--- src/hdl/tccs_pkg.sv ---
// Package: screen geometry, widths, codes, state and control types.
package tccs_pkg;

    localparam int COLUMNS = 80;
    localparam int ROWS    = 25;
    localparam int CELLS   = COLUMNS * ROWS;

    localparam int ADDR_W  = $clog2(CELLS);
    localparam int CUR_W   = $clog2(CELLS + 1);
    localparam int ROW_W   = $clog2(ROWS + 1);
    localparam int COL_W   = $clog2(COLUMNS);
    localparam int CHAR_W  = 8;
    localparam int ATTR_W  = 8;
    localparam int CELL_W  = CHAR_W + ATTR_W;
    localparam int RADDR_W = 11;
    localparam int POS_W   = 11;

    localparam logic OP_PUT  = 1'b0;
    localparam logic OP_READ = 1'b1;

    localparam logic [CHAR_W-1:0] NEWLINE_CODE = 8'd10;

    typedef enum logic [2:0] {
        S_CLEAR,
        S_IDLE,
        S_READ,
        S_SCROLL,
        S_DRAIN,
        S_PUT,
        S_DONE
    } t_state;

    typedef struct packed {
        logic newline;
        logic advance;
        logic home_last;
    } t_cur_cmd;

    typedef struct packed {
        logic [CUR_W-1:0] lin;
        logic             at_bottom;
        logic             full;
    } t_cur_stat;

endpackage

--- src/hdl/tccs_cursor.sv ---
// Cursor registers: row, column and linear cell index kept in step.
module tccs_cursor (
    input  logic                 i_clk,
    input  logic                 i_rst_n,
    input  tccs_pkg::t_cur_cmd   i_cmd,
    output tccs_pkg::t_cur_stat  o_stat
);
    import tccs_pkg::*;

    logic [ROW_W-1:0] r_row, n_row;
    logic [COL_W-1:0] r_col, n_col;
    logic [CUR_W-1:0] r_lin, n_lin;

    always_comb begin
        n_row = r_row;
        n_col = r_col;
        n_lin = r_lin;
        if (i_cmd.home_last) begin
            n_row = ROW_W'(ROWS - 1);
            n_col = '0;
            n_lin = CUR_W'(CELLS - COLUMNS);
        end else if (i_cmd.newline) begin
            // start of next row: add what is left of this row
            n_row = r_row + 1'b1;
            n_col = '0;
            n_lin = r_lin + CUR_W'(COLUMNS) - CUR_W'(r_col);
        end else if (i_cmd.advance) begin
            if (r_col == COL_W'(COLUMNS - 1)) begin
                n_col = '0;
                n_row = r_row + 1'b1;
            end else begin
                n_col = r_col + 1'b1;
            end
            n_lin = r_lin + 1'b1;
        end
    end

    always_ff @(posedge i_clk) begin
        if (!i_rst_n) begin
            r_row <= '0;
            r_col <= '0;
            r_lin <= '0;
        end else begin
            r_row <= n_row;
            r_col <= n_col;
            r_lin <= n_lin;
        end
    end

    // a cursor past the last cell sits on row ROWS and counts as bottom
    assign o_stat.lin       = r_lin;
    assign o_stat.at_bottom = (r_row >= ROW_W'(ROWS - 1));
    assign o_stat.full      = (r_lin >= CUR_W'(CELLS));
endmodule

--- config.mk ---
export PLATFORM = sky130hd
export DESIGN_NAME = tccs_cursor
export DESIGN_NICKNAME = d
export VERILOG_FILES = /design/src/hdl/tccs_pkg.sv /design/src/hdl/tccs_cursor.sv
export SDC_FILE = /design/constraint.sdc
export NUM_CORES = 1
export LEC_CHECK = 0
export ABC_AREA = 1
export BUFFER_PORTS_ARGS = -buffer_cell sky130_fd_sc_hd__buf_4
export CORE_UTILIZATION = 45
export DETAILED_ROUTE_END_ITERATION = 10
export PLACE_DENSITY = 0.66
export REMOVE_ABC_BUFFERS = 1
export SYNTH_ARGS = -nofsm -noshare
export SYNTH_HDL_FRONTEND = slang
export SYNTH_SLANG_ARGS = --single-unit
--- constraint.sdc ---
create_clock -name i_clk -period 1.97 [get_ports i_clk]
set_clock_uncertainty 0.15 [all_clocks]
set_input_delay 0.591 -clock i_clk [delete_from_list [all_inputs] [get_ports i_clk]]
set_output_delay 0.591 -clock i_clk [all_outputs]
set_load 0.05 [all_outputs]
# After elaboration in Yosys (flattened, before gate mapping)
# Cells that the tools add are included.
[op_classes]
n_addsub = 5
order_cmp = 2
n_eq_ne = 1
mux = 8
n_bitwise = 1
reduce_logical = 8
[op_table]
columns = ["cell", "count"]
rows = [
  ["2-to-1 mux 11 bit", 3],
  ["2-to-1 mux 5 bit", 4],
  ["adder 11 x 1 -> 11 bit, second input constant", 1],
  ["adder 11 x 7 -> 11 bit, second input constant", 1],
  [">= comparator 11 bit, second input constant", 1],
  ["subtractor 11 x 7 -> 11 bit", 1],
  ["adder 7 x 1 -> 7 bit, second input constant", 1],
  ["equality test 7 bit, second input constant", 1],
  ["2-to-1 mux 7 bit", 1],
  ["nonzero test 3 bit", 2],
  ["adder 5 x 1 -> 5 bit, second input constant", 1],
  [">= comparator 5 bit, second input constant", 1],
  ["AND reduction 2 bit", 2],
  ["nonzero test 2 bit", 2],
  ["OR reduction 3 bit", 1],
  ["OR reduction 2 bit", 1],
  ["inverter 1 bit", 1],
]
[totals]
regBits = 23
out_inout_bits = 13
wordCells = 30

# Depth between registers and ports, before layout
[depth]
word_depth = 5
mapped_depth = 14
mapped_depth_nobuf = 14

# Least setup slack after synthesis
# OpenSTA, ideal clock, no wires.
[synth_path]
path_kind = "register to output"
from = "register r_lin[8]"
to = "output port o_stat[0] in the netlist's numbering"
arrival_ps = 1985
path_slack_ps = -756
stages_incl_launch_ff = 6
path_buffers = 0
cell_sequence = "dfxtp_1 > ha_1 > nand4_1 > nor4_1 > a31oi_1 > nor2_1"
[synth_rtl]
columns = ["item", "line", "text"]
rows = [
  ["start, declared", "tccs_cursor.sv:12", "logic [CUR_W-1:0] r_lin, n_lin;"],
  ["start signal, assigned", "tccs_cursor.sv:46", "r_lin <= n_lin;"],
  ["end, declared", "tccs_cursor.sv:6", "output tccs_pkg::t_cur_stat o_stat"],
]

==> results.txt <==
status -> complete, but fails checks
failing checks -> negative setup slack
wire per inst -> 13.0 um
initial antenna violation count -> 0
CTS Hold Bufs -> 0
largest net degree at the start of global routing -> 14
worst-path maximum fanout -> 3
reg2reg setup slack -> -0.06 ns
Total Routed Length -> 5.14 mm
ANT nets after route -> 0
DP Worst Slack -> -0.148 ns
post-synthesis adder-cell area fraction -> 0.164
Detailed Route Iter0 Violations -> 103
final total power -> 1.28 mW
first-pass GRT wire length -> 8.27 mm
via count -> 2046
CP Class -> register to primary output
Worst-Margin Slew -> 0.307 ns
Clock Pin Slew Worst Setup and Hold Paths -> 0.09 ns
Die Wd -> 67.9 um
Synth Area per Inst -> 6.62 um^2
area growth from synthesis to layout -> 34.9%
leakage dissipation -> 1.21 nW
Starting Density -> 0.478
TritonCTS Buffers -> 3
critical path capture point -> o_stat[0]
#FFs+latches synth -> 23
Detail Placement HPWL -> 3.89 mm
unrepaired setup endpoints after global routing -> true
post-synthesis compound-gate area fraction -> 0.140
clk_lat worst skew -> 0.27 ns
Yosys top cell area share -> 0.236
TritonCTS sink count -> 23
mux share of post-synthesis cell area -> 0
Post-Syn Instances -> 295
WHS -> 0.344 ns
cell accounting for the most synthesized area -> dfxtp_1
cell area after synthesis -> 1950 um^2
xor-xnor portion of the synthesized cell area -> 0.0269
largest cells by area after synthesis -> dfxtp_1 24%, ha_1 15%, nand2_1 13%
R2R depth -> 11
Die Ht -> 67.9 um
Startpoint Class -> register
WP data arrival -> 1.57 ns
FF-to-FF End -> r_lin[5]
crit path time final -> 2.31 ns
H-tree level count -> 1
commonest non-fill, non-tap cell in the layout -> nand2_1
max_cap viols -> 0
area of the core -> 4090 um^2
placer congestion estimate -> 0.842
num rows -> 23
Most used DFF post-synth -> dfxtp_1
GRT overflow -> 0
vias per cell -> 5.17
Post-synth EDFFs -> 0
pwr dens -> 487 nW/um^2
Clk Tree Root Cell -> clkbuf_8
Hold Fails Final Rpt -> 0
final setup fails -> 3
n_diodes -> 0
Relative slew margins -> 0.795
sequential area share after synthesis -> 0.236
Slew Viols, Final -> 0
final net count -> 377
CP startpoint -> r_lin[1]
commonest cells after routing, fill and taps aside -> 56 x nand2_1, 49 x buf_4, 40 x inv_1, 25 x nand3_1, 18 x a21oi_1
Port Buffers -> 17
drt pass-1 iters -> 4
setup slack after layout -> -0.344 ns
clock buffer depth -> 2
number of remaining DRC errors -> 0
fraction of registers with async set/reset -> 0
CP required -> 1.23 ns
YS warnings -> 0
CP Capture Type -> primary output
Total Routing Usage GR -> 0.238
share of layout cells above drive strength 1 -> 0.344
VDD IR max -> 0.000474 V
crit share post-route -> 1.17
vias in the first global route -> 1853
count of cell types in the netlist -> 34
# IOs -> 18
CTS tree -> done
DIE AREA -> 4610 um^2
R2R Path Start -> r_col[1]
simple-gate portion of the synthesized area -> 0.314
worst hold path type -> register to register
fmax -> 0.432 GHz
largest family of logic cells by synthesized area -> simple AND/OR/NAND/NOR gates
fillers -> 394
synthesized netlist by cell type, drive strengths merged (3+ instances only):
cell and instances:
nor3b 3, nand3 29, nand4 6, or2 3
nand2 67, o21ai 17, inv 53, nor2 23
ha 24, a21oi 22, buf 4, dfxtp 23
xor2 6
state kept, by name, summed over array words and instances, names as in the netlist:
name / count
r_lin: 11
r_col: 7
r_row: 5
per-stage QoR:
| step | instances | setup TNS (ns) | util | instance area (um^2) |
|---|---|---|---|---|
| after floorplan | 291 | -3.21 | - | 1920 |
| after global placement | 390 | -0.300 | 0.575 | 2350 |
| after detailed placement | 390 | -0.385 | 0.575 | 2350 |
| after CTS | 395 | -0.413 | 0.603 | 2470 |
| after global routing | 396 | -0.958 | 0.645 | 2640 |
| final | 396 | -0.445 | 0.645 | 2640 |
power by group:
group	leakage [nW]	switching [mW]	internal, mW	total [mW]
Sequential	0.193	0.0181	0.487	0.505
Combinational	0.993	0.281	0.199	0.479
Clock	0.0228	0.155	0.145	0.300
layer usage:
| layer | global-route usage | up-vias | share of wire |
|---|---|---|---|
| met3 | 0.0350 | 4 | 0.044 |
| met5 | 0 | - | 0 |
| li1 | - | 1066 | - |
| met4 | 0.0313 | 0 | 0.0086 |
| met1 | 0.311 | 939 | 0.45 |
| met2 | 0.421 | 37 | 0.50 |
cell type report:
type | instances | area [um^2] | share of cell area
sequential | 23 | 473 | 0.179
multi-input combinational | 215 | 1470 | 0.556
tap | 50 | 62.6 | 0.0237
timing repair buffer | 51 | 390 | 0.148
inverter | 53 | 199 | 0.0755
clock buffer | 4 | 45.0 | 0.0171
cells by family after synthesis:
kind of cell,count (synthesis)
buffers and inverters,57
AND/OR/NAND/NOR,136
adder cells (fa/ha/maj),25
XOR/XNOR,6
flip-flops,23
AO/OA/AOI/OAI,48
worst max-delay path, stage by stage (launching register included):
cell,delay [ns]
dfxtp_2,0.34
inv_1,0.07
ha_1,0.16
nand4_1,0.13
nor4_2,0.16
a31oi_1,0.07
nor2_1,0.19
buf_6,0.19
worst min-delay path by stage:
stage,depth (start not counted),start,endpoint
after floorplan,2,r_col[1],r_col[1]
after global placement,2,r_row[2],r_row[2]
after detailed placement,2,r_row[2],r_row[2]
after CTS,2,r_row[2],r_row[2]
after global routing,2,r_row[1],r_row[1]
final,2,r_row[2],r_row[2]
timing repair:
action | in CTS | in global routing
hold endpoints to repair | 0 | 0
endpoints found under the setup margin | 6 | 9
buffers inserted | 1 | 1
pin swaps | 3 | 12
gates resized for setup | 16 | 41
(Power assumes the default switching activity.)
